[src/alignment_diff_column_expander_unit_defines.svh]
// Assertion macros for the alignment column expander.
`ifndef ALIGNMENT_DIFF_COLUMN_EXPANDER_UNIT_DEFINES_SVH
`define ALIGNMENT_DIFF_COLUMN_EXPANDER_UNIT_DEFINES_SVH

// Same-cycle implication, disabled in reset.
`define ADCE_ASSERT_NOW(label, clk, rst, ante, cons, msg) \
  label: assert property (@(posedge clk) disable iff (rst) (ante) |-> (cons)) else $error(msg);

// Next-cycle implication, disabled in reset.
`define ADCE_ASSERT_NEXT(label, clk, rst, ante, cons, msg) \
  label: assert property (@(posedge clk) disable iff (rst) (ante) |=> (cons)) else $error(msg);

`endif

[src/adce_pkg.sv]
// Types, constants and helper functions shared by the alignment column expander.
package adce_pkg;

  localparam int COL_W      = 7;
  localparam int FIFO_DEPTH = 4;

  localparam logic [7:0] CH_SLASH = 8'h2F;
  localparam logic [7:0] CH_DASH  = 8'h2D;
  localparam logic [7:0] CH_PLUS  = 8'h2B;

  localparam logic [2:0] DIFF_MATCH       = 3'd0;
  localparam logic [2:0] DIFF_TRANSITION  = 3'd1;
  localparam logic [2:0] DIFF_AMBIG       = 3'd2;
  localparam logic [2:0] DIFF_TRANSVERSION = 3'd3;
  localparam logic [2:0] DIFF_GAP         = 3'd4;

  localparam logic [1:0] REG_STRAND  = 2'd0;
  localparam logic [1:0] REG_QORIGIN = 2'd1;
  localparam logic [1:0] REG_SORIGIN = 2'd2;

  typedef struct packed {
    logic       req_type;
    logic [7:0] align_char;
  } in_item_t;

  typedef struct packed {
    logic [7:0]         query_char;
    logic [7:0]         subject_char;
    logic [2:0]         diff_code;
    logic               line_end;
    logic signed [31:0] line_query_first;
    logic signed [31:0] line_query_last;
    logic signed [31:0] line_subject_first;
    logic signed [31:0] line_subject_last;
  } out_item_t;

  typedef enum logic [1:0] {
    OP_COLUMN,
    OP_AMEND,
    OP_FLUSH
  } op_kind_t;

  typedef struct packed {
    op_kind_t   kind;
    logic [7:0] query;
    logic [7:0] subject;
    logic [2:0] diff;
    logic       inc_query;
    logic       inc_subject;
  } op_item_t;

  typedef struct packed {
    logic        strand_minus;
    logic [30:0] query_origin;
    logic [30:0] subject_origin;
    logic        load_query;
    logic        load_subject;
  } cfg_state_t;

  function automatic logic is_ambig(input logic [7:0] c);
    logic r;
    case (c)
      "B", "D", "H", "V", "R", "Y", "K", "M", "S", "W", "N", "X": r = 1'b1;
      default: r = 1'b0;
    endcase
    return r;
  endfunction

  function automatic logic [2:0] classify(input logic [7:0] q, input logic [7:0] s);
    logic [2:0] r;
    if ((q == "C" && s == "T") || (q == "T" && s == "C") ||
        (q == "A" && s == "G") || (q == "G" && s == "A")) begin
      r = DIFF_TRANSITION;
    end else if (is_ambig(q) || is_ambig(s)) begin
      r = DIFF_AMBIG;
    end else begin
      r = DIFF_TRANSVERSION;
    end
    return r;
  endfunction

endpackage

[src/adce_front.sv]
// Front end: accepts items, tracks mark state and turns characters and flushes into queue ops.
module adce_front (
  input  logic              clk,
  input  logic              rst,
  input  logic              in_valid,
  output logic              in_stall,
  input  adce_pkg::in_item_t in_data,
  input  logic              fifo_full,
  output logic              push,
  output adce_pkg::op_item_t push_item
);
  import adce_pkg::*;

  logic sub_pending;
  logic in_deletion;
  logic in_insertion;
  logic accept;
  logic [7:0] c;

  assign in_stall = fifo_full;
  assign accept   = in_valid && !fifo_full;
  assign c        = in_data.align_char;

  always_comb begin
    push      = 1'b0;
    push_item = '{kind: OP_COLUMN, query: c, subject: c, diff: DIFF_MATCH,
                  inc_query: 1'b1, inc_subject: 1'b1};
    if (accept) begin
      if (in_data.req_type) begin
        push           = 1'b1;
        push_item.kind = OP_FLUSH;
      end else if (c != CH_SLASH && c != CH_DASH && c != CH_PLUS) begin
        push = 1'b1;
        if (sub_pending) begin
          push_item.kind = OP_AMEND;
        end else if (in_deletion) begin
          push_item.subject     = CH_DASH;
          push_item.diff        = DIFF_GAP;
          push_item.inc_subject = 1'b0;
        end else if (in_insertion) begin
          push_item.query     = CH_DASH;
          push_item.diff      = DIFF_GAP;
          push_item.inc_query = 1'b0;
        end
      end
    end
  end

  always_ff @(posedge clk) begin
    if (rst) begin
      sub_pending  <= 1'b0;
      in_deletion  <= 1'b0;
      in_insertion <= 1'b0;
    end else if (accept) begin
      if (in_data.req_type) begin
        sub_pending  <= 1'b0;
        in_deletion  <= 1'b0;
        in_insertion <= 1'b0;
      end else if (c == CH_SLASH) begin
        sub_pending <= 1'b1;
      end else if (c == CH_DASH) begin
        in_deletion <= !in_deletion;
      end else if (c == CH_PLUS) begin
        in_insertion <= !in_insertion;
      end else begin
        sub_pending <= 1'b0;
      end
    end
  end

endmodule

[src/adce_fifo.sv]
// Short op queue between the front and back ends.
module adce_fifo (
  input  logic               clk,
  input  logic               rst,
  input  logic               push,
  input  adce_pkg::op_item_t push_item,
  output logic               full,
  input  logic               pop,
  output logic               head_valid,
  output adce_pkg::op_item_t head_item
);
  import adce_pkg::*;

  localparam int PTR_W = $clog2(FIFO_DEPTH);

  op_item_t            slots [FIFO_DEPTH];
  logic [PTR_W-1:0]    wr_ptr;
  logic [PTR_W-1:0]    rd_ptr;
  logic [PTR_W:0]      count;

  assign full       = (count == (PTR_W+1)'(FIFO_DEPTH));
  assign head_valid = (count != '0);
  assign head_item  = slots[rd_ptr];

  always_ff @(posedge clk) begin
    if (rst) begin
      wr_ptr <= '0;
      rd_ptr <= '0;
      count  <= '0;
    end else begin
      if (push) begin
        slots[wr_ptr] <= push_item;
        wr_ptr        <= wr_ptr + 1'b1;
      end
      if (pop) begin
        rd_ptr <= rd_ptr + 1'b1;
      end
      if (push && !pop) begin
        count <= count + 1'b1;
      end else if (!push && pop) begin
        count <= count - 1'b1;
      end
    end
  end

endmodule

[src/adce_back.sv]
// Back end: held column, line counters, coordinates and the output register.
module adce_back #(
  parameter int LINE_COLS = 80
) (
  input  logic                 clk,
  input  logic                 rst,
  input  adce_pkg::cfg_state_t cfg,
  input  logic                 head_valid,
  input  adce_pkg::op_item_t   head_item,
  output logic                 pop,
  output logic                 out_valid,
  input  logic                 out_stall,
  output adce_pkg::out_item_t  out_data
);
  import adce_pkg::*;

  logic             held_valid;
  logic [7:0]       held_query;
  logic [7:0]       held_subject;
  logic [2:0]       held_diff;
  logic             held_line_end;
  logic [COL_W-1:0] column_count;
  logic [COL_W-1:0] query_bases;
  logic [COL_W-1:0] subject_bases;
  logic [31:0]      query_line_start;
  logic [31:0]      subject_line_start;

  logic             go;
  logic             emit;
  logic             end_flag;
  logic [31:0]      qb32;
  logic [31:0]      sb32;
  logic [31:0]      query_start_next;
  logic [31:0]      subject_start_next;
  logic [31:0]      subject_last;
  logic [COL_W-1:0] qb_base;
  logic [COL_W-1:0] sb_base;
  logic [COL_W-1:0] column_count_inc;
  out_item_t        emit_item;

  always_comb begin
    go       = head_valid && (!out_valid || !out_stall);
    pop      = go;
    emit     = go && held_valid && (head_item.kind == OP_COLUMN || head_item.kind == OP_FLUSH);
    end_flag = held_line_end || (head_item.kind == OP_FLUSH);
    qb32     = {{(32-COL_W){1'b0}}, query_bases};
    sb32     = {{(32-COL_W){1'b0}}, subject_bases};
    query_start_next = query_line_start + qb32;
    if (cfg.strand_minus) begin
      subject_start_next = subject_line_start - sb32;
      subject_last       = subject_start_next + 32'd1;
    end else begin
      subject_start_next = subject_line_start + sb32;
      subject_last       = subject_start_next - 32'd1;
    end
    qb_base          = (emit && end_flag) ? '0 : query_bases;
    sb_base          = (emit && end_flag) ? '0 : subject_bases;
    column_count_inc = column_count + 1'b1;

    emit_item.query_char         = held_query;
    emit_item.subject_char       = held_subject;
    emit_item.diff_code          = held_diff;
    emit_item.line_end           = end_flag;
    emit_item.line_query_first   = '0;
    emit_item.line_query_last    = '0;
    emit_item.line_subject_first = '0;
    emit_item.line_subject_last  = '0;
    if (end_flag) begin
      emit_item.line_query_first   = $signed(query_line_start);
      emit_item.line_query_last    = $signed(query_start_next - 32'd1);
      emit_item.line_subject_first = $signed(subject_line_start);
      emit_item.line_subject_last  = $signed(subject_last);
    end
  end

  always_ff @(posedge clk) begin
    if (rst) begin
      held_valid         <= 1'b0;
      held_line_end      <= 1'b0;
      column_count       <= '0;
      query_bases        <= '0;
      subject_bases      <= '0;
      query_line_start   <= '0;
      subject_line_start <= '0;
      out_valid          <= 1'b0;
    end else begin
      if (cfg.load_query) begin
        query_line_start <= {1'b0, cfg.query_origin};
      end
      if (cfg.load_subject) begin
        subject_line_start <= {1'b0, cfg.subject_origin};
      end
      if (emit) begin
        out_valid <= 1'b1;
        out_data  <= emit_item;
      end else if (out_valid && !out_stall) begin
        out_valid <= 1'b0;
      end
      if (go) begin
        case (head_item.kind)
          OP_COLUMN: begin
            if (emit && end_flag) begin
              query_line_start   <= query_start_next;
              subject_line_start <= subject_start_next;
            end
            query_bases   <= qb_base + COL_W'(head_item.inc_query);
            subject_bases <= sb_base + COL_W'(head_item.inc_subject);
            held_valid    <= 1'b1;
            held_query    <= head_item.query;
            held_subject  <= head_item.subject;
            held_diff     <= head_item.diff;
            if (column_count_inc >= COL_W'(LINE_COLS)) begin
              held_line_end <= 1'b1;
              column_count  <= '0;
            end else begin
              held_line_end <= 1'b0;
              column_count  <= column_count_inc;
            end
          end
          OP_AMEND: begin
            if (held_valid) begin
              held_subject <= head_item.query;
              held_diff    <= classify(held_query, head_item.query);
            end
          end
          OP_FLUSH: begin
            held_valid         <= 1'b0;
            held_line_end      <= 1'b0;
            column_count       <= '0;
            query_bases        <= '0;
            subject_bases      <= '0;
            query_line_start   <= {1'b0, cfg.query_origin};
            subject_line_start <= {1'b0, cfg.subject_origin};
          end
          default: ;
        endcase
      end
    end
  end

endmodule

[src/alignment_diff_column_expander_unit.sv]
// Alignment column expander top level: config registers, front, op queue and back.
// Takes one alignment byte per cycle while the op queue is not full, and sustains one item
// per cycle while the output is not stalled. A column leaves only when the next column
// arrives or the alignment is flushed, because a following substitution may still amend it;
// the releasing item passes the op queue and the column then enters the output register.
// Marks ('/', '-', '+') are absorbed in the front end and never occupy the queue.
// The four-entry op queue lets input keep flowing while the output side stalls.
// Configuration writes are always ready and take effect the next cycle; writing an
// origin also reloads the matching line start. No clearing pass follows reset.
module alignment_diff_column_expander_unit #(
  parameter int LINE_COLS = 80
) (
  input  logic                clk,
  input  logic                rst,
  input  logic                in_valid,
  output logic                in_stall,
  input  adce_pkg::in_item_t  in_data,
  output logic                out_valid,
  input  logic                out_stall,
  output adce_pkg::out_item_t out_data,
  input  logic                cfg_valid,
  output logic                cfg_ready,
  input  logic [1:0]          cfg_index,
  input  logic [30:0]         cfg_data
);
  import adce_pkg::*;
  `include "alignment_diff_column_expander_unit_defines.svh"

  cfg_state_t cfg;
  logic       fifo_full;
  logic       push;
  op_item_t   push_item;
  logic       pop;
  logic       head_valid;
  op_item_t   head_item;
  logic       cfg_write;

  assign cfg_ready = 1'b1;
  assign cfg_write = cfg_valid && cfg_ready;

  always_ff @(posedge clk) begin
    if (rst) begin
      cfg <= '0;
    end else begin
      cfg.load_query   <= cfg_write && (cfg_index == REG_QORIGIN);
      cfg.load_subject <= cfg_write && (cfg_index == REG_SORIGIN);
      if (cfg_write) begin
        case (cfg_index)
          REG_STRAND: begin
            cfg.strand_minus <= cfg_data[0];
          end
          REG_QORIGIN: begin
            cfg.query_origin <= cfg_data;
          end
          REG_SORIGIN: begin
            cfg.subject_origin <= cfg_data;
          end
          default: ;
        endcase
      end
    end
  end

  adce_front u_front (
    .clk       (clk),
    .rst       (rst),
    .in_valid  (in_valid),
    .in_stall  (in_stall),
    .in_data   (in_data),
    .fifo_full (fifo_full),
    .push      (push),
    .push_item (push_item)
  );

  adce_fifo u_fifo (
    .clk        (clk),
    .rst        (rst),
    .push       (push),
    .push_item  (push_item),
    .full       (fifo_full),
    .pop        (pop),
    .head_valid (head_valid),
    .head_item  (head_item)
  );

  adce_back #(
    .LINE_COLS (LINE_COLS)
  ) u_back (
    .clk        (clk),
    .rst        (rst),
    .cfg        (cfg),
    .head_valid (head_valid),
    .head_item  (head_item),
    .pop        (pop),
    .out_valid  (out_valid),
    .out_stall  (out_stall),
    .out_data   (out_data)
  );

  `ADCE_ASSERT_NOW(a_coords_only_on_end, clk, rst, out_valid && !out_data.line_end, out_data.line_query_first == 0 && out_data.line_subject_last == 0, "coordinates set on a column that ends no line")
  `ADCE_ASSERT_NOW(a_gap_has_dash, clk, rst, out_valid && out_data.diff_code == DIFF_GAP, out_data.query_char == CH_DASH || out_data.subject_char == CH_DASH, "gap column without a dash")
  `ADCE_ASSERT_NOW(a_match_same_base, clk, rst, out_valid && out_data.diff_code == DIFF_MATCH, out_data.query_char == out_data.subject_char, "match column with differing bases")
  `ADCE_ASSERT_NEXT(a_no_pop_when_empty, clk, rst, !head_valid && !push, !pop, "op popped from an empty queue")

endmodule

[config.mk]
export PLATFORM = sky130hd
export DESIGN_NAME = alignment_diff_column_expander_unit
export DESIGN_NICKNAME = d
export VERILOG_FILES = /design/src/adce_pkg.sv /design/src/adce_front.sv /design/src/adce_fifo.sv /design/src/adce_back.sv /design/src/alignment_diff_column_expander_unit.sv
export VERILOG_INCLUDE_DIRS = /design/src /design/src/src
export SDC_FILE = /design/constraint.sdc
export NUM_CORES = 1
export LEC_CHECK = 0
export BUFFER_PORTS_ARGS = -buffer_cell sky130_fd_sc_hd__buf_2
export CAP_MARGIN = 10
export CELL_PAD_IN_SITES_DETAIL_PLACEMENT = 1
export CELL_PAD_IN_SITES_GLOBAL_PLACEMENT = 1
export CORE_ASPECT_RATIO = 2
export CORE_MARGIN = 3
export CORE_UTILIZATION = 26
export DETAILED_ROUTE_END_ITERATION = 7
export MAX_ROUTING_LAYER = met4
export PLACE_DENSITY_LB_ADDON = 0.1
export REMOVE_ABC_BUFFERS = 1
export SYNTH_ARGS = -nofsm -noshare
export SYNTH_HDL_FRONTEND = slang
export SYNTH_HIERARCHICAL = 1
export SYNTH_SLANG_ARGS = --single-unit
[constraint.sdc]
create_clock -name clk -period 23.9 [get_ports clk]
set_input_delay 2.39 -clock clk [delete_from_list [all_inputs] [get_ports clk]]
set_output_delay 2.39 -clock clk [all_outputs]
set_load 0.1 [all_outputs]
==> results.json <==
{
  "outcome": "complete, no violations",
  "max_cap_viol_count": 0,
  "drtIter0Drc": 776,
  "arrival_ps": 6130,
  "synth.cell_area_mm2": 0.0237,
  "numCtsBuffers": 46,
  "rsz0062_at_grt": "no",
  "ant_nets": 0,
  "drv_slew": 0,
  "post_cts_resize_count": 0,
  "cts_tree": "done",
  "worstPathCellList": "buf_2, a21bo_2, inv_1, nand2_2, buf_4, or3_1, inv_1, buf_4, nand2_1, a21oi_2, a22oi_1, o21ai_0",
  "power.leakage_nw": 9.69,
  "fillers": 10200,
  "cp_max_fo": 27,
  "cp-start-kind": "input pin",
  "syn_inst": 2318,
  "overflow": 0,
  "ys_types": 101,
  "hold_path_end": "u_back/out_data[138]",
  "tightest_slew_ps": 1340,
  "synth_top_area_share_pct": 32.8,
  "r2r.worst_path.cells": 11,
  "cts_hold_buf": 0,
  "wire_per_inst_um": 24.6,
  "synth_top_area_cell": "edfxtp_1",
  "drcViolationCount": 0,
  "final_nets": 2523,
  "grt_pass1_wl_mm": 133,
  "die_h_um": 433,
  "dp_hpwl_mm": 68.4,
  "placed_area_mm2": 0.0258,
  "die-width_um": 220,
  "cp_slowest_stage_delay_ps": 860,
  "grt_use_total_pct": 19.3,
  "antenna_found_initial": 1,
  "synth_edf_count": 259,
  "routabilityCongestion": 0.850,
  "post-cts-setup-buffer-count": 0,
  "fin_area_mm2": 0.0274,
  "end_kind": "register",
  "insertion_delay_ps": 610,
  "fmax_mhz": 178,
  "area_growth_pct": 15.5,
  "min_period_ps": 5620,
  "pin_count": 198,
  "port_buffers": 196,
  "grt_pass1_vias": 20200,
  "async_flop_share_pct": 0,
  "routed_wl_mm": 90.1,
  "synth.top_cells.by_area": "edfxtp_1 33%, dfxtp_1 14%, mux2i_1 4.3%",
  "r2r-start": "u_back/subject_bases[4]",
  "whs_path_depth": 0,
  "min_path_type": "register to register",
  "hold_violations": 0,
  "die_area_mm2": 0.0951,
  "avgSynthCellArea_um2": 10.2,
  "cp_data_required_time_ps": 24410,
  "fin_util_pct": 30.3,
  "grt_max_degree": 64,
  "min_from": "u_back/held_subject[6]",
  "num_vias": 18700,
  "skew_ps": 23.4,
  "first_pass_iters": 5,
  "crit_type": "input pin to register",
  "htree_levels": 2,
  "row_count": 156,
  "fin_setup_tns_ps": 0,
  "cts_root_buffer": "clkbuf_16",
  "finalSetupViolCount": 0,
  "fin_hold_ws_ps": 425,
  "finalPower_mw": 3.05,
  "layout-drive-gt1-share_pct": 16.8,
  "clkTransAtPathRegs_ps": 70,
  "via_per_inst": 5.12,
  "synth_ff_type": "edfxtp_1",
  "slowest_stage": "a21oi_2",
  "synth-seq-area-share_pct": 46.7,
  "ir_worst_vdd_mv": 0.0577,
  "p_per_area_mw_per_mm2": 111,
  "ys_seq_elements": 424,
  "fin_crit_sh_pct": 23.5,
  "core_region_area_mm2": 0.0904,
  "cp_num_buf_inv": 5,
  "r2r_setup_slack_ps": 18530,
  "relSlewSlack_pct": 10.6,
  "start_util_pct": 26.3,
  "clk_path_buf_depth": 3,
  "regToRegEndpoint": "u_back/out_data[28]",
  "yosysWarnings": 6,
  "cp_top_family": "compound AO/OA/AOI/OAI gates",
  "clock_sinks": 424
}
## per-layer routing
layer | GRT usage, % | part of all wire [%] | up-vias
li1 | - | - | 8800
met1 | 19.0 | 36 | 9394
met2 | 37.0 | 56 | 372
met3 | 2.83 | 3.6 | 172
met4 | 8.48 | 4.9 | 0
met5 | - | 0 | -
## registers in the layout, summed over array words and instances, names as in the netlist, 2 cells and up, named ones only
signal / cells
u_back/subject_bases: 7
cfg: 65
u_back/subject_line_start: 32
u_back/column_count: 7
u_fifo/slots: 92
u_back/held_query: 8
u_back/query_bases: 7
u_back/query_line_start: 32
u_back/held_diff: 3
u_back/held_subject: 8
u_back/out_data: 148
u_fifo/rd_ptr: 2
u_fifo/count: 3
u_fifo/wr_ptr: 2
## Yosys cell counts (71+ instances only)
library cell / n
a21oi_1: 84
and2_1: 71
clkbuf_1: 126
dfxtp_1: 165
edfxtp_1: 259
mux2i_1: 101
nand2_1: 142
nand2b_1: 111
nor2_1: 180
o21ai_0: 86
xnor2_1: 109
xor2_1: 72
## worst register-to-register path: stages (launching register included)
cell,delay (ps)
dfxtp_1,410
inv_1,100
ha_1,530
nor3_1,410
o2111ai_1,750
and3_1,620
xnor2_2,410
nor4b_4,590
nand4_1,580
nor3_1,380
xor2_1,210
o22ai_1,110
## layout make-up
type	instances	area (um^2)	area share, %
Sequential cell	424	11100	40.5
Clock buffer	55	1290	4.71
Multi-Input combinational cell	1675	11700	42.9
Inverter	54	203	0.740
Antenna cell	1	2.50	0.00913
Tap cell	1185	1480	5.41
Timing Repair Buffer	237	1290	4.71
Clock inverter	31	302	1.10
## layout by cell type, fill, tap and decap left out, types with 15 or more instances in the layout
cell type    n
buf_4       42
a21oi_1     81
a2111oi_0   15
a31oi_1     18
nand2b_1   111
clkbuf_16   49
ha_1        34
inv_1       52
nor2_1     178
nor4_1      18
nor3_1      66
nor2b_1     23
and3_1      29
nand4_1     38
xor2_1      72
or3_1       15
a211oi_1    58
dfxtp_1    163
mux2i_1    101
o22ai_1     33
o21ai_0     86
and2_1      67
mux4_2      20
edfxtp_1   259
nand2_1    141
xnor2_1    109
buf_2      195
nand3_1     65
## per-stage QoR
stage / cells / setup slack (ps)
6_report: 3662 / 18280
5_1_grt: 3662 / 18010
4_1_cts: 3661 / 18210
3_5_place_dp: 3575 / 17540
3_3_place_gp: 3575 / 17660
2_1_floorplan: 2153 / 9400
## where the power goes
group | switching (mW) | internal, mW
Sequential | 0.102 | 0.883
Clock | 0.332 | 0.433
Combinational | 0.870 | 0.433
## worst max path at each step
stage / startpoint / end / slack (ps) / cells past startpoint
floorplan: out_stall / u_back/out_valid / 9400 / 5
CTS: out_stall / u_back/subject_line_start[21] / 18210 / 12
finish: out_stall / u_back/subject_line_start[21] / 18280 / 12
global placement: out_stall / u_back/subject_line_start[18] / 17660 / 12
global route: out_stall / u_back/subject_line_start[16] / 18010 / 12
detailed placement: out_stall / u_back/subject_line_start[21] / 17540 / 12
## cells by family after synthesis
| kind of cell | Yosys count | synth area share [%] |
|---|---|---|
| flip-flops | 424 | 46.7 |
| XOR/XNOR | 182 | 6.75 |
| AO/OA/AOI/OAI | 473 | 14.0 |
| AND/OR/NAND/NOR | 840 | 19.1 |
| multiplexers | 139 | 7.20 |
| buffers and inverters | 220 | 4.08 |
| adder cells (fa/ha/maj) | 38 | 2.13 |
| other | 2 | 0.0317 |
(Power assumes the default switching activity.)
